===== src/hdl/lpp_pkg.sv =====
// Shared types and constants for the LL(1) predictive parser.
package lpp_pkg;
  localparam int NUM_TERMINALS    = 64;
  localparam int NUM_NONTERMINALS = 64;
  localparam int NUM_RULES        = 128;
  localparam int MAX_RHS          = 8;
  localparam int STACK_DEPTH      = 256;
  localparam int EXPANSION_LIMIT  = 4096;

  localparam int TOK_W  = 6;
  localparam int NT_W   = 6;
  localparam int RULE_W = 7;
  localparam int SYM_W  = 7;
  localparam int SLOT_W = 3;
  localparam int LEN_W  = 4;
  localparam int SP_W   = 9;
  localparam int SA_W   = 8;
  localparam int TBL_W  = NT_W + TOK_W;
  localparam int PRD_W  = RULE_W + SLOT_W;
  localparam int CNT_W  = 13;

  localparam logic [TOK_W-1:0] END_MARKER = '0;
  localparam logic [LEN_W-1:0] MAX_LEN    = LEN_W'(MAX_RHS);
  localparam logic [SP_W:0]    SP_LIMIT   = (SP_W+1)'(STACK_DEPTH + 1);

  typedef enum logic [1:0] {
    ACT_BEGIN = 2'd0,
    ACT_TOKEN = 2'd1,
    ACT_TABLE = 2'd2,
    ACT_PROD  = 2'd3
  } action_t;

  typedef enum logic [2:0] {
    ST_CONSUMED = 3'd0,
    ST_ACCEPTED = 3'd1,
    ST_MISMATCH = 3'd2,
    ST_NOENTRY  = 3'd3,
    ST_OVERFLOW = 3'd4,
    ST_IDLE     = 3'd5,
    ST_WRITTEN  = 3'd6
  } status_t;

  typedef enum logic [3:0] {
    S_CLEAR, S_IDLE, S_BEGIN2, S_CHECK, S_TBL, S_LEN,
    S_PRD, S_PWR, S_FETCH, S_FETCHW, S_DONE
  } state_t;

  typedef struct packed {
    action_t            act;
    logic [TOK_W-1:0]   token;
    logic [NT_W-1:0]    nonterminal;
    logic [RULE_W-1:0]  rule;
    logic               entry_valid;
    logic [SLOT_W-1:0]  rhs_slot;
    logic [SYM_W-1:0]   rhs_symbol;
    logic [LEN_W-1:0]   rhs_length;
  } item_t;

  typedef struct packed {
    status_t            status;
    logic [SYM_W-1:0]   top_symbol;
    logic [7:0]         expansions;
    logic [RULE_W-1:0]  last_rule;
  } result_t;
endpackage


===== src/hdl/lpp_front.sv =====
// Input side: two-entry item queue with action decode.
module lpp_front (
  input  logic              clk,
  input  logic              rst,
  input  logic              push,
  output logic              full,
  input  logic              clearing,
  input  logic [1:0]        action,
  input  logic [5:0]        token,
  input  logic [5:0]        nonterminal,
  input  logic [6:0]        rule,
  input  logic              entry_valid,
  input  logic [2:0]        rhs_slot,
  input  logic [6:0]        rhs_symbol,
  input  logic [3:0]        rhs_length,
  output lpp_pkg::item_t    item,
  output logic              item_valid,
  input  logic              item_pop
);
  import lpp_pkg::*;

  item_t       q [2];
  logic        wr_ptr, rd_ptr;
  logic [1:0]  count;
  logic        do_push, do_pop;
  item_t       incoming;

  always_comb begin
    incoming.act         = action_t'(action);
    incoming.token       = token;
    incoming.nonterminal = nonterminal;
    incoming.rule        = rule;
    incoming.entry_valid = entry_valid;
    incoming.rhs_slot    = rhs_slot;
    incoming.rhs_symbol  = rhs_symbol;
    // length above the right-hand side capacity saturates
    incoming.rhs_length  = (rhs_length > MAX_LEN) ? MAX_LEN : rhs_length;
  end

  assign full       = (count == 2'd2) || clearing;
  assign item_valid = (count != 2'd0);
  assign item       = q[rd_ptr];
  assign do_push    = push && !full;
  assign do_pop     = item_pop && item_valid;

  always_ff @(posedge clk) begin
    if (do_push) q[wr_ptr] <= incoming;
  end

  always_ff @(posedge clk) begin
    if (rst) begin
      wr_ptr <= 1'b0;
      rd_ptr <= 1'b0;
      count  <= 2'd0;
    end else begin
      if (do_push) wr_ptr <= ~wr_ptr;
      if (do_pop) rd_ptr <= ~rd_ptr;
      count <= count + {1'b0, do_push} - {1'b0, do_pop};
    end
  end
endmodule


===== config.mk =====
export PLATFORM = sky130hd
export DESIGN_NAME = lpp_front
export DESIGN_NICKNAME = d
export VERILOG_FILES = /design/src/hdl/lpp_pkg.sv /design/src/hdl/lpp_front.sv
export SDC_FILE = /design/constraint.sdc
export NUM_CORES = 1
export LEC_CHECK = 0
export BUFFER_PORTS_ARGS = -buffer_cell sky130_fd_sc_hd__buf_4
export CAP_MARGIN = 20
export CORE_MARGIN = 1
export CORE_UTILIZATION = 45
export DETAILED_ROUTE_END_ITERATION = 12
export PLACE_DENSITY_LB_ADDON = 0.08
export REMOVE_ABC_BUFFERS = 1
export SYNTH_ARGS = -nofsm -noshare
export SYNTH_HDL_FRONTEND = slang
export SYNTH_SLANG_ARGS = --single-unit

===== constraint.sdc =====
create_clock -name clk -period 5.3 [get_ports clk]
set_clock_uncertainty 0.05 [all_clocks]
set_input_delay 1.06 -clock clk [delete_from_list [all_inputs] [get_ports clk]]
set_output_delay 1.06 -clock clk [all_outputs]
set_load 0.02 [all_outputs]

==> impl_metrics.tcl, run 1 <==
set metrics [dict create \
    place_congestion 0.700 \
    chipWidth_um 84.1 \
    cts_root_buf "clkbuf_8" \
    syn_to_final_growth_pct 27.8 \
    hpwl_um 3070 \
    num_antenna_cells 0 \
    portBuffers 78 \
    nNetsFinal 272 \
    vdd_drop_max_mv 0.319 \
    design.die.area_mm2 0.00707 \
    crit_required_ns 4.19 \
    fill_cells 467 \
    cts_max_path_buffers 2 \
    status "complete, but fails checks" \
    vias 1477 \
    period_share_pct 55.7 \
    yosysSeqAreaShare_pct 74.6 \
    hold_class "reg2reg" \
    crit_fanout 19 \
    rows 29 \
    cts_hold_buf 0 \
    power_density_mw_per_mm2 448 \
    p_leak_uw 0.00152 \
    syn_avg_cell_area_um2 21.2 \
    endpoint_kind "output pin" \
    synth_area_mm2 0.00303 \
    insertion_delay_ns 0.33 \
    rsz0062_at_grt "false" \
    maxSlewViolCount 0 \
    antenna_found_initial 0 \
    fp.dieH_um 84.1 \
    relSlewSlack_pct 32.0 \
    netlist.top_cell.by_area "edfxtp_1" \
    critPathKind "reg2out" \
    period_needed_ns 2.95 \
    cts_resized 0 \
    post-cts-setup-buffers 0 \
    synth.distinct_cells 20 \
    initial_utilization_pct 47.2 \
    drcViolationCount 10 \
    final_antenna_net_count 0 \
    crit_arrival_ns 1.84 \
    grt_overflow 0 \
    yosys_register_bits 77 \
    wl_per_cell_um 15.3 \
    drive_gt1_share_pct 58.5 \
    netlist_instances 143 \
    avgViaCountPerCell 4.75 \
    cp-start-kind "register" \
    final_cell_mix "buf_4 (78), edfxtp_1 (72), mux2_4 (31)" \
    drt-initial-drc-count 81 \
    grtUsageTotal_pct 14.3 \
    numCtsBuffers 9 \
    max_freq_mhz 339 \
    cts_sinks 77 \
    worst_pin_slew_ns 1.02 \
    design.core.area_mm2 0.00642 \
    first_pass_iters 8 \
    yosys_warnings 0 \
    hold-worst-slack_ns 0.497 \
    synth_top_cells_by_area "edfxtp_1 (71%), mux2_4 (15%), dfxtp_1 (3.3%)" \
    num_io_pins 79 \
    cts_tree "done" \
    htree_num_levels 3 \
    clk_pin_slew_ns 0.07 \
    cap_violations 0 \
    setup_viol 0 \
    hold_viol_final 0 \
    finalSetupTns_ns 0 \
    grt_max_degree 37 \
    layout_commonest_cell "buf_4" \
    wirelength_um 4750 \
    violations "design-rule violations" \
    synth_top_area_share_pct 71.3 \
    grt_pass1_vias 1609 \
    grt_pass1_wl_um 7400 \
]
[logic make-up (layout without fill, tap and decap cells)]
family / count (synthesis) / in the layout / synth area share (%)
flops: 77 / 77 / 74.6
mux: 37 / 37 / 17.6
simple gates: 17 / 17 / 3.47
buf+inv: 7 / 98 / 2.72
fa+ha+maj: 2 / 2 / 0.825
xor+xnor: 2 / 2 / 0.578
compound gates: 1 / 1 / 0.248
[cell type report]
cell class,instances,area [um2],share of cell area (%)
sequential,77,2260,58.4
multi-input combinational,59,703,18.1
timing repair buffer,80,626,16.1
clock buffer,10,128,3.29
tap,77,96.3,2.48
clock inverter,6,53.8,1.39
inverter,2,7.51,0.194
[worst max-delay path: stages (launching register included)]
cell     delay (ns)
dfxtp_2        0.72
buf_12         0.26
mux2_2         0.36
buf_4          0.16
[stage by stage]
stage          power, uW  utilization [%]  instances  worst slack, ns  cell area (um2)
2_1_floorplan       1150                -        138             2.07             2960
3_3_place_gp        1330             56.9        293             2.51             3660
3_5_place_dp        1340             56.9        293             2.49             3660
4_1_cts             1750             59.8        309             2.11             3840
5_1_grt             1820             60.4        311             2.25             3880
6_report            1740             60.4        311             2.35             3880
[sequential cells by signal (all words and copies together) (netlist names), named ones only]
register,cells
q,72
count,2
rd_ptr,1
wr_ptr,1
[cell usage after synthesis]
library cell	n
edfxtp_1	72
mux2_4	31
nor2_1	7
mux2_2	6
dfxtp_1	5
nor2b_1	4
buf_12	3
ha_1	2
inv_1	2
and2_1	1
buf_6	1
clkbuf_1	1
nand2b_2	1
nand3b_4	1
nor3_1	1
o21a_1	1
or2_2	1
or2b_1	1
xnor2_1	1
xor2_1	1
[routing by layer]
layer / track usage (%) / wire [um] / vias up
li1: - / - / 715
met1: 15.6 / 1890 / 695
met2: 24.9 / 2460 / 58
met3: 4.35 / 301 / 9
met4: 7.99 / 99 / 0
met5: 0 / 0 / -
[path summary, 6_finish.rpt]
check | cells after the start | startpoint | slack (ns) | to
worst max register to register | 3 | count[0] | 3.40 | q[0][18]
worst min register to register | 2 | count[1] | 0.50 | count[1]
worst min-delay path | 2 | count[1] | 0.50 | count[1]
worst max-delay path | 3 | register | 2.35 | item[1]
[power by group]
group	switching, uW	total (uW)	internal (uW)
Sequential	48.9	778	729
Clock	193	406	213
Combinational	255	554	299
No activity file was read; power rests on OpenSTA's default activity.
==> inputs of run 2 (changes only) <==
- clock period: 5.3 -> 2.9 ns (I/O delays scaled with it)
==> impl_metrics.tcl, run 2 (same netlist as run 1, synthesis figures left out) <==
set metrics [dict create \
    first_pass_iters 8 \
    drive_gt1_share_pct 59.5 \
    numCtsBuffers 9 \
    maxSlewViolCount 0 \
    clk_pin_slew_ns 0.08 \
    syn_to_final_growth_pct 28.9 \
    initial_utilization_pct 47.2 \
    hold_class "in2reg" \
    vdd_drop_max_mv 0.400 \
    fp.dieH_um 84.1 \
    grt_pass1_wl_um 7960 \
    cts_hold_buf 0 \
    period_share_pct 84.5 \
    reg.largest.list "q: 72 flops, count: 2 flops" \
    final_antenna_net_count 0 \
    cp-start-kind "register" \
    cts_sinks 77 \
    chipWidth_um 84.1 \
    grt_overflow 0 \
    crit_chain "buf_12, mux2_2, buf_4" \
    cts_max_path_buffers 2 \
    design.die.area_mm2 0.00707 \
    place_congestion 0.685 \
    num_io_pins 79 \
    setup_ws_ns 0.449 \
    drcViolationCount 10 \
    antenna_found_initial 0 \
    hold-worst-slack_ns 0.373 \
    period_needed_ns 2.45 \
    crit_buf_inv 2 \
    crit_fanout 19 \
    largest-register "q" \
    finalSetupTns_ns 0 \
    drt-initial-drc-count 54 \
    grt_max_degree 20 \
    grt_pass1_vias 1666 \
    setup_viol 0 \
    num_antenna_cells 0 \
    portBuffers 78 \
    htree_num_levels 3 \
    worstReg2RegStart "count[0]" \
    power_density_mw_per_mm2 833 \
    hold_viol_final 0 \
    cts_tree "done" \
    wirelength_um 5130 \
    crit_required_ns 2.27 \
    largest_reg_flops 72 \
    grtUsageTotal_pct 15.6 \
    cts_root_buf "clkbuf_8" \
    max_stage_delay_ns 0.69 \
    crit_arrival_ns 1.82 \
    crit_family "flip-flops" \
    relSlewSlack_pct 62.4 \
    dp_slack_ns 0.795 \
    rows 29 \
    final_cell_mix "buf_4 (82), edfxtp_1 (72), mux2_4 (31)" \
    status "complete, but fails checks" \
    insertion_delay_ns 0.34 \
    rsz0062_at_grt "false" \
    endpoint_kind "output pin" \
    cap_violations 0 \
    p_total_uw 3260 \
    violations "design-rule violations" \
    cts_resized 0 \
    design.core.area_mm2 0.00642 \
    vias 1518 \
    max_freq_mhz 408 \
    post-cts-setup-buffers 0 \
    worst_pin_slew_ns 0.564 \
    nNetsFinal 275 \
    min_from "token[4]" \
    p_leak_uw 0.00154 \
    cp_slowest_cell "dfxtp_2" \
    hpwl_um 3560 \
    critPathKind "reg2out" \
    wl_per_cell_um 16.3 \
    avgViaCountPerCell 4.83 \
    layout_commonest_cell "buf_4" \
]
[run 2: cell types whose count changed in the layout (fill, tap and decap cells not counted)]
cell        delta
buf_12         -1
buf_4          +4
clkbuf_8       +2
clkinv_1       -1
clkinv_2       -2
clkinvlp_4     +1
[run 2: layer usage]
layer,wire length [um],share of wire (%),vias up,GRT usage [%]
met4,59,1.2,0,7.37
met1,1870,37,738,16.0
met2,2880,56,55,28.5
met5,0,0,-,0
li1,-,-,718,-
met3,319,6.2,7,5.04
[run 2: layout make-up]
cell class              count  area, um2
fillers                   474       2510
flip-flops and latches     77       2260
multi-input cells          59        703
repair buffers             83        636
clock buffers              12        155
well taps                  77       96.3
clock inverters             4       47.5
inverters                   2       7.51
[run 2: power breakdown]
group          switching (uW)  leakage [uW]  internal (uW)
Clock                     367      0.000102            442
Sequential               87.5      0.000702           1330
Combinational             476      0.000736            552
Total                     931       0.00154           2320
[run 2: final timing paths]
path                   end  slack [ns]  depth (start not counted)
hold / removal    q[1][32]        0.37                          1
setup / recovery  item[35]        0.45                          3
setup reg to reg  q[0][31]        1.12                          4
hold reg to reg   count[1]        0.51                          2
[run 2: worst reg2reg max path: stages (launching register included)]
cell	delay [ns]
dfxtp_1	0.37
nand2b_2	0.17
nand3b_4	0.13
nor2_4	0.46
buf_4	0.31
[run 2: metrics by stage]
| step | area, um2 | std cells | utilization [%] |
|---|---|---|---|
| 2_1_floorplan | 2960 | 138 | - |
| 3_3_place_gp | 3710 | 298 | 57.7 |
| 3_5_place_dp | 3710 | 298 | 57.7 |
| 4_1_cts | 3910 | 314 | 60.9 |
| 5_1_grt | 3910 | 314 | 60.9 |
| 6_report | 3910 | 314 | 60.9 |
