[src/hdl/lpp_pkg.sv]
// Shared types and constants for the LL(1) predictive parser.
package lpp_pkg;
  localparam int NUM_TERMINALS    = 64;
  localparam int NUM_NONTERMINALS = 64;
  localparam int NUM_RULES        = 128;
  localparam int MAX_RHS          = 8;
  localparam int STACK_DEPTH      = 256;
  localparam int EXPANSION_LIMIT  = 4096;

  localparam int TOK_W  = 6;
  localparam int NT_W   = 6;
  localparam int RULE_W = 7;
  localparam int SYM_W  = 7;
  localparam int SLOT_W = 3;
  localparam int LEN_W  = 4;
  localparam int SP_W   = 9;
  localparam int SA_W   = 8;
  localparam int TBL_W  = NT_W + TOK_W;
  localparam int PRD_W  = RULE_W + SLOT_W;
  localparam int CNT_W  = 13;

  localparam logic [TOK_W-1:0] END_MARKER = '0;
  localparam logic [LEN_W-1:0] MAX_LEN    = LEN_W'(MAX_RHS);
  localparam logic [SP_W:0]    SP_LIMIT   = (SP_W+1)'(STACK_DEPTH + 1);

  typedef enum logic [1:0] {
    ACT_BEGIN = 2'd0,
    ACT_TOKEN = 2'd1,
    ACT_TABLE = 2'd2,
    ACT_PROD  = 2'd3
  } action_t;

  typedef enum logic [2:0] {
    ST_CONSUMED = 3'd0,
    ST_ACCEPTED = 3'd1,
    ST_MISMATCH = 3'd2,
    ST_NOENTRY  = 3'd3,
    ST_OVERFLOW = 3'd4,
    ST_IDLE     = 3'd5,
    ST_WRITTEN  = 3'd6
  } status_t;

  typedef enum logic [3:0] {
    S_CLEAR, S_IDLE, S_BEGIN2, S_CHECK, S_TBL, S_LEN,
    S_PRD, S_PWR, S_FETCH, S_FETCHW, S_DONE
  } state_t;

  typedef struct packed {
    action_t            act;
    logic [TOK_W-1:0]   token;
    logic [NT_W-1:0]    nonterminal;
    logic [RULE_W-1:0]  rule;
    logic               entry_valid;
    logic [SLOT_W-1:0]  rhs_slot;
    logic [SYM_W-1:0]   rhs_symbol;
    logic [LEN_W-1:0]   rhs_length;
  } item_t;

  typedef struct packed {
    status_t            status;
    logic [SYM_W-1:0]   top_symbol;
    logic [7:0]         expansions;
    logic [RULE_W-1:0]  last_rule;
  } result_t;
endpackage

[src/hdl/lpp_resq.sv]
// Output side: two-entry result queue.
module lpp_resq (
  input  logic              clk,
  input  logic              rst,
  input  lpp_pkg::result_t  res_in,
  input  logic              res_push,
  output logic              res_full,
  output lpp_pkg::result_t  res_out,
  output logic              empty,
  input  logic              pop
);
  import lpp_pkg::*;

  result_t     q [2];
  logic        wr_ptr, rd_ptr;
  logic [1:0]  count;
  logic        do_push, do_pop;

  assign res_full = (count == 2'd2);
  assign empty    = (count == 2'd0);
  assign res_out  = q[rd_ptr];
  assign do_push  = res_push && !res_full;
  assign do_pop   = pop && !empty;

  always_ff @(posedge clk) begin
    if (do_push) q[wr_ptr] <= res_in;
  end

  always_ff @(posedge clk) begin
    if (rst) begin
      wr_ptr <= 1'b0;
      rd_ptr <= 1'b0;
      count  <= 2'd0;
    end else begin
      if (do_push) wr_ptr <= ~wr_ptr;
      if (do_pop) rd_ptr <= ~rd_ptr;
      count <= count + {1'b0, do_push} - {1'b0, do_pop};
    end
  end
endmodule

[config.mk]
export PLATFORM = sky130hd
export DESIGN_NAME = lpp_resq
export DESIGN_NICKNAME = d
export VERILOG_FILES = /design/src/hdl/lpp_pkg.sv /design/src/hdl/lpp_resq.sv
export SDC_FILE = /design/constraint.sdc
export NUM_CORES = 1
export LEC_CHECK = 0
export BUFFER_PORTS_ARGS = -buffer_cell sky130_fd_sc_hd__buf_2
export CORE_UTILIZATION = 51
export CTS_CLUSTER_SIZE = 28
export DETAILED_ROUTE_END_ITERATION = 10
export PLACE_DENSITY_LB_ADDON = 0.15
export SLEW_MARGIN = 25
export SYNTH_ARGS = -nofsm -noshare
export SYNTH_HDL_FRONTEND = slang
export SYNTH_SLANG_ARGS = --single-unit
[constraint.sdc]
create_clock -name clk -period 2.4 [get_ports clk]
set_input_delay 0.24 -clock clk [delete_from_list [all_inputs] [get_ports clk]]
set_output_delay 0.24 -clock clk [all_outputs]
set_load 0.1 [all_outputs]
==> flow_summary_export.csv, run 1 <==
group,metric,value,unit
floorplanning,die_h,65.2,µm
sta,rsz0062_at_grt,"false",
critical_path,r2r_cells,5,
cts,cts_max_level,2,
finish,fin_nets,197,
sta,fin_skew,5.28,ps
cts,cts_tree,"built",
critical_path,required,2160,ps
route,ant_nets,0,
global_route,grt_pass1_vias,1070,
hold_path,min_path_type,"input port to flop",
global_route,grt_pass1_wl,4660,µm
critical_path,end_kind,"output port",
global_route,grt_max_degree,26,
cts,clk_latency,290,ps
route,drc_errors,0,
placement,portBuffers,55,
finish,antenna_cells,0,
critical_path,crit_path_top_delay_cell,"dfxtp_1",
route,drt_iter0_drc,34,
critical_path,r2r_slack,660,ps
floorplanning,core.rowCount,22,
sta,fmax,497,MHz
logic_synthesis,avgSynthCellArea,19.4,µm²
finish,drive_above_1_share,53.9,%
route,wl_per_cell,14.0,µm
critical_path,rr_endpoint,"q[0][11]",
global_route,antenna_found_initial,0,
cts,cts_setup_buffers,0,
critical_path,crit_chain,"buf_12, mux2_2, buf_2",
run,maxCapViolCount,0,
sta,tightest_slew,572,ps
cts,cts_resized,0,
cts,ctsHoldBuffers,0,
sta,setup_tns,0,ps
cts,clk_pin_slew,90,ps
sta,finalCriticalPeriod,2010,ps
cts,cts_made_buffers,5,
logic_synthesis,synth_area,2030,µm²
logic_synthesis,ys_ff_latch,55,
placement,gp_congestion,0.608,
critical_path,crit_end,"res_out[11]",
floorplanning,coreArea,3740,µm²
critical_path,r2r_start,"count[0]",
sta,hold_viol,0,
critical_path,crit_path_max_fanout,17,
global_route,grt-ovfl-total,0,
placement,place.detailed.hpwl,2080,µm
logic_synthesis,ys_warn_count,0,
sta,setup_viol,0,
critical_path,cp.arrival,1770,ps
route,drt-total-wl,3010,µm
floorplanning,die-area,4250,µm²
route,first_pass_iters,4,
cts,cts_buffer_depth,2,
finish,area_growth,20.9,%
cts,cts.sink_count,55,
logic_synthesis,postSynthCellCount,105,
route,routed_via_density,4.91,
sta,relSlewSlack,61.9,%
logic_synthesis,ys_seq_area_share,78.7,%
outcome,outcome,"finished clean",
sta,slew_violations,0,
floorplanning,die_x,65.2,µm
critical_path,startpoint_type,"flop",
critical_path,criticalPathCategory,"flop to output port",
global_route,grt_usage,15.3,%
floorplanning,start_util,54.3,%
critical_path,slowest_delay,620,ps
cts,cts_root_buf,"clkbuf_8",
logic_synthesis,synth_nets,136,
route,vias,1055,
sta,period_share,83.8,%
logic_synthesis,ys_types,21,
floorplanning,ios,56,
critical path: cells and delay by family (launching register included):
family | cells | cell delay, ps
flip-flops | 1 | 620
buffers and inverters | 2 | 510
multiplexers | 1 | 350
layer usage:
layer  part of all wire (%)  GRT usage [%]
met1                     41           17.5
met2                     52           26.9
met3                    6.1           4.69
met4                    1.0           5.71
met5                      0              0
through the flow:
stage	util (%)	instances	setup WS, ps	area (µm²)	hold slack [ps]
2_1_floorplan	-	105	441	2030	309
3_3_place_gp	63.6	207	710	2380	428
3_5_place_dp	63.6	207	643	2380	431
4_1_cts	65.7	215	355	2460	125
5_1_grt	65.7	215	295	2460	117
6_report	65.7	215	388	2460	132
registers in the layout (all words and copies together), names as in the netlist, named ones only:
signal and flops:
wr_ptr 1, count 2, rd_ptr 1, q 50
worst min path at each step:
stage	startpoint	endpoint	slack, ps	cells after the start
floorplan	rst	wr_ptr	310	1
global placement	res_in[7]	q[1][7]	430	1
detailed placement	res_in[13]	q[1][13]	430	1
CTS	res_in[6]	q[1][6]	130	1
global route	res_in[21]	q[1][21]	120	1
finish	res_in[13]	q[0][13]	130	1
final cells by class:
| class | instances | area (µm²) |
|---|---|---|
| repair buffers | 57 | 303 |
| multi-input cells | 43 | 400 |
| clock inverters | 2 | 7.51 |
| fillers | 291 | 1280 |
| well taps | 48 | 60.1 |
| clock buffers | 6 | 72.6 |
| flip-flops and latches | 55 | 1600 |
| inverters | 4 | 15.0 |
synthesized netlist by cell type (all sizes together):
| master | number | area share, % |
|---|---|---|
| ha | 2 | 1.2 |
| edfxtp | 50 | 74 |
| nand2 | 1 | 0.18 |
| xor2 | 1 | 0.43 |
| and3 | 1 | 0.37 |
| or3 | 1 | 0.31 |
| a21oi | 1 | 0.25 |
| nor2 | 4 | 0.74 |
| xnor2 | 1 | 0.43 |
| mux2 | 25 | 14 |
| o21a | 1 | 0.37 |
| dfxtp | 5 | 4.9 |
| nand2b | 1 | 0.43 |
| nor3 | 1 | 0.25 |
| inv | 4 | 0.74 |
| buf | 3 | 0.86 |
| and2 | 1 | 0.31 |
| nor2b | 1 | 0.31 |
| o21ai | 1 | 0.25 |
cell usage in the layout (no fill, tap or decap):
| master | n |
|---|---|
| xnor2_1 | 1 |
| buf_4 | 1 |
| nand2b_2 | 1 |
| nor3_1 | 1 |
| a21oi_1 | 1 |
| edfxtp_1 | 50 |
| clkinv_1 | 2 |
| clkbuf_1 | 1 |
| and2_1 | 1 |
| clkbuf_8 | 5 |
| nor2b_1 | 1 |
| inv_1 | 3 |
| inv_2 | 1 |
| xor2_1 | 1 |
| nor2_1 | 4 |
| nand2_1 | 1 |
| o21ai_0 | 1 |
| ha_1 | 2 |
| o21a_1 | 1 |
| buf_12 | 1 |
| buf_2 | 55 |
| mux2_2 | 25 |
| and3_2 | 1 |
| or3_1 | 1 |
| dfxtp_1 | 5 |
logic make-up (layout without fill, tap and decap cells):
kind of cell	after synthesis	count (layout)	share of synthesized area (%)
DFF	55	55	78.7
muxes	25	25	13.8
and+or+nand+nor	11	11	2.89
buffers and inverters	7	69	1.60
AOI/OAI and AO/OA	3	3	0.861
adders and majority gates	2	2	1.23
xor gates and xnor gates	2	2	0.861
Power of run 1 is left out: the tool's default activity adds up to more than one toggle a clock period on the data nets, which glitch-free logic cannot reach.
==> inputs of run 2 (changes only) <==
--- a/config.mk
+++ b/config.mk
@@ -5,8 +5,9 @@
 export SDC_FILE = /design/constraint.sdc
 export NUM_CORES = 1
 export LEC_CHECK = 0
+export ABC_AREA = 1
 export BUFFER_PORTS_ARGS = -buffer_cell sky130_fd_sc_hd__buf_2
-export CORE_UTILIZATION = 51
+export CORE_UTILIZATION = 47
 export CTS_CLUSTER_SIZE = 28
 export DETAILED_ROUTE_END_ITERATION = 10
 export PLACE_DENSITY_LB_ADDON = 0.15
==> constraint.sdc (replaced) <==
create_clock -name clk -period 1.75 [get_ports clk]
set_input_delay 0.175 -clock clk [delete_from_list [all_inputs] [get_ports clk]]
set_output_delay 0.175 -clock clk [all_outputs]
set_load 0.1 [all_outputs]
==> run 2 against run 1 <==
Effect of this change: register-to-register slack got worse by 520 ps; routed wire length is 19% higher; first-iteration DRC count is 47% higher; synthesized area grew 6.2%; clock-buffer cell count increased by 1; final cell count up 9.3%; worst setup slack got worse by 260 ps; final area up 22%; sequential share of layout area shrank 11 points; sequential cell count stayed put; die area increased by 15%; non-clock buffer count increased by 4.
==> flow_summary_export.csv, run 2 <==
group,metric,value,unit
route,vias,1143,
cts,cts_max_level,2,
logic_synthesis,synth-main-ff-cell,"edfxtp_1",
sta,period_share,92.9,%
logic_synthesis,synthTopCellsByCount,"edfxtp_1 (50), mux2_4 (20), inv_1 (10)",
critical_path,crit_path_top_delay_cell,"dfxtp_4",
critical_path,crit_chain,"buf_12, mux2_4, buf_12",
finish,area_growth,38.6,%
power,peakVddDrop,1.13,mV
placement,portBuffers,55,
route,drc_errors,0,
sta,setup_slack,124,ps
sta,rsz0062_at_grt,"false",
route,drt_iter0_drc,50,
logic_synthesis,avgSynthCellArea,18.5,µm²
floorplanning,core.rowCount,24,
critical_path,r2r_slack,140,ps
floorplanning,die_x,69.8,µm
global_route,grt_usage,15.6,%
logic_synthesis,postSynthCellCount,117,
finish,final_area,3000,µm²
finish,final_common_cell,"edfxtp_1",
global_route,grt_pass1_wl,5800,µm
logic_synthesis,async_flop_share,0,%
finish,largest_reg_flops,50,
finish,fin_nets,213,
cts,clk_pin_slew,90,ps
floorplanning,start_util,49.3,%
cts,cts_tree,"built",
route,first_pass_iters,4,
placement,place.detailed.hpwl,2580,µm
finish,largest_register,"q",
finish,fin_cells,235,
placement,dp.cells,227,
route,routed_via_density,4.86,
logic_synthesis,synthTopCellsByArea,"edfxtp_1 (69%), mux2_4 (14%), dfxtp_1 (4.6%)",
cts,cts_setup_buffers,0,
critical_path,path_common_cell,"buf_12",
cts,cts.sink_count,55,
logic_synthesis,ys_seq_area_share,74.1,%
floorplanning,die-area,4870,µm²
finish,antenna_cells,0,
critical_path,cp.arrival,1450,ps
logic_synthesis,synth_edf_count,50,
global_route,grt_max_degree,17,
global_route,grt-ovfl-total,0,
floorplanning,coreArea,4380,µm²
logic_synthesis,yosys.area.top_type,"edfxtp_1",
cts,cts_made_buffers,5,
hold_path,min_path_type,"input port to flop",
cts,cts_root_buf,"clkbuf_8",
finish,mostFrequentLayoutCells,"edfxtp_1 (50), buf_2 (30), buf_12 (26)",
logic_synthesis,ys_ff_latch,55,
sta,fin_skew,7.14,ps
cts,cts_buffer_depth,2,
power,p_leak,0.00122,µW
route,ant_nets,0,
critical_path,slowest_delay,470,ps
logic_synthesis,synth_area,2160,µm²
outcome,outcome,"finished clean",
logic_synthesis,ys_types,12,
sta,tightest_slew,482,ps
critical_path,crit_path_max_fanout,12,
logic_synthesis,ys_warn_count,0,
route,drt-total-wl,3570,µm
floorplanning,ios,56,
logic_synthesis,yosysMostFrequentCell,"edfxtp_1",
global_route,antenna_found_initial,0,
placement,placed_cell_area,2890,µm²
global_route,grt_pass1_vias,1241,
critical_path,criticalPathCategory,"flop to output port",
logic_synthesis,synth_top_area_share,69.5,%
cts,clk_latency,300,ps
finish,fill_cells,307,
floorplanning,die_h,69.8,µm
finish,top_regs,"q (50), count (2)",
placement,gp_congestion,0.710,
critical_path,required,1570,ps
finish,drive_above_1_share,53.6,%
placement,dpl_worst_slack,47.9,ps
sta,hold_viol,0,
logic_synthesis,synth_nets,148,
run,maxCapViolCount,0,
critical_path,end_kind,"output port",
sta,slew_violations,0,
route,wl_per_cell,15.2,µm
sta,finalCriticalPeriod,1630,ps
sta,relSlewSlack,68.1,%
sta,fmax,615,MHz
sta,setup_viol,0,
power,powerDensity,1870,nW/µm²
critical_path,startpoint_type,"flop",
finish,final_core_util,68.3,%
==> run 2: layout make-up <==
cell class / count / area (µm²) / area share, %
tap: 52 / 65.1 / 2.17
clock inverter: 1 / 8.76 / 0.292
clock buffer: 7 / 86.3 / 2.88
multi-input combinational: 49 / 483 / 16.1
sequential: 55 / 1610 / 53.6
inverter: 10 / 37.5 / 1.25
timing repair buffer: 61 / 708 / 23.6
==> run 2: repair_timing <==
item / 4_1_cts / 5_1_grt
hold buffers: 0 / 0
endpoints found under the setup margin: 1 / 1
resized for setup: 1 / 2
==> run 2: metrics by stage <==
stage	total power, µW	hold WS [ps]	setup TNS (ps)
6_report	5600	35.0	0
5_1_grt	5790	36.2	0
4_1_cts	5630	30.0	0
3_5_place_dp	4930	355	0
3_3_place_gp	4860	345	0
2_1_floorplan	3960	246	-86.5
==> run 2: cell families after synthesis <==
logic type | Yosys count | share of synthesized area, %
AO/OA/AOI/OAI | 2 | 0.463
adder cells (fa/ha/maj) | 2 | 1.16
buffers and inverters | 13 | 4.11
flip-flops | 55 | 74.1
multiplexers | 25 | 16.5
AND/OR/NAND/NOR | 20 | 3.65
==> run 2: per-layer routing <==
layer / GRT usage (%) / share of wire, % / wire length, µm / vias to the layer above
li1: - / - / - / 554
met1: 18.6 / 39 / 1380 / 542
met2: 26.8 / 55 / 1950 / 40
met3: 4.94 / 5.3 / 191 / 7
met4: 5.33 / 1.4 / 49 / 0
met5: 0 / 0 / 0 / -
==> run 2: final timing paths <==
kind	endpoint	depth (start not counted)	startpoint
hold reg to reg	rd_ptr	2	rd_ptr
hold / removal	count[0]	2	rst
setup / recovery	res_out[19]	3	flop
setup reg to reg	count[1]	10	count[0]
==> run 2: power breakdown <==
group | internal (µW) | switching, µW
logic | 1100 | 2000
registers | 1680 | 116
clock network | 325 | 379
total | 3100 | 2500
==> run 2: critical path, delay by kind of cell, from the launching register on <==
| kind | cells | cell delay (ps) |
|---|---|---|
| flops | 1 | 470 |
| buf+inv | 2 | 360 |
| mux | 1 | 320 |
(Power assumes the default switching activity.)
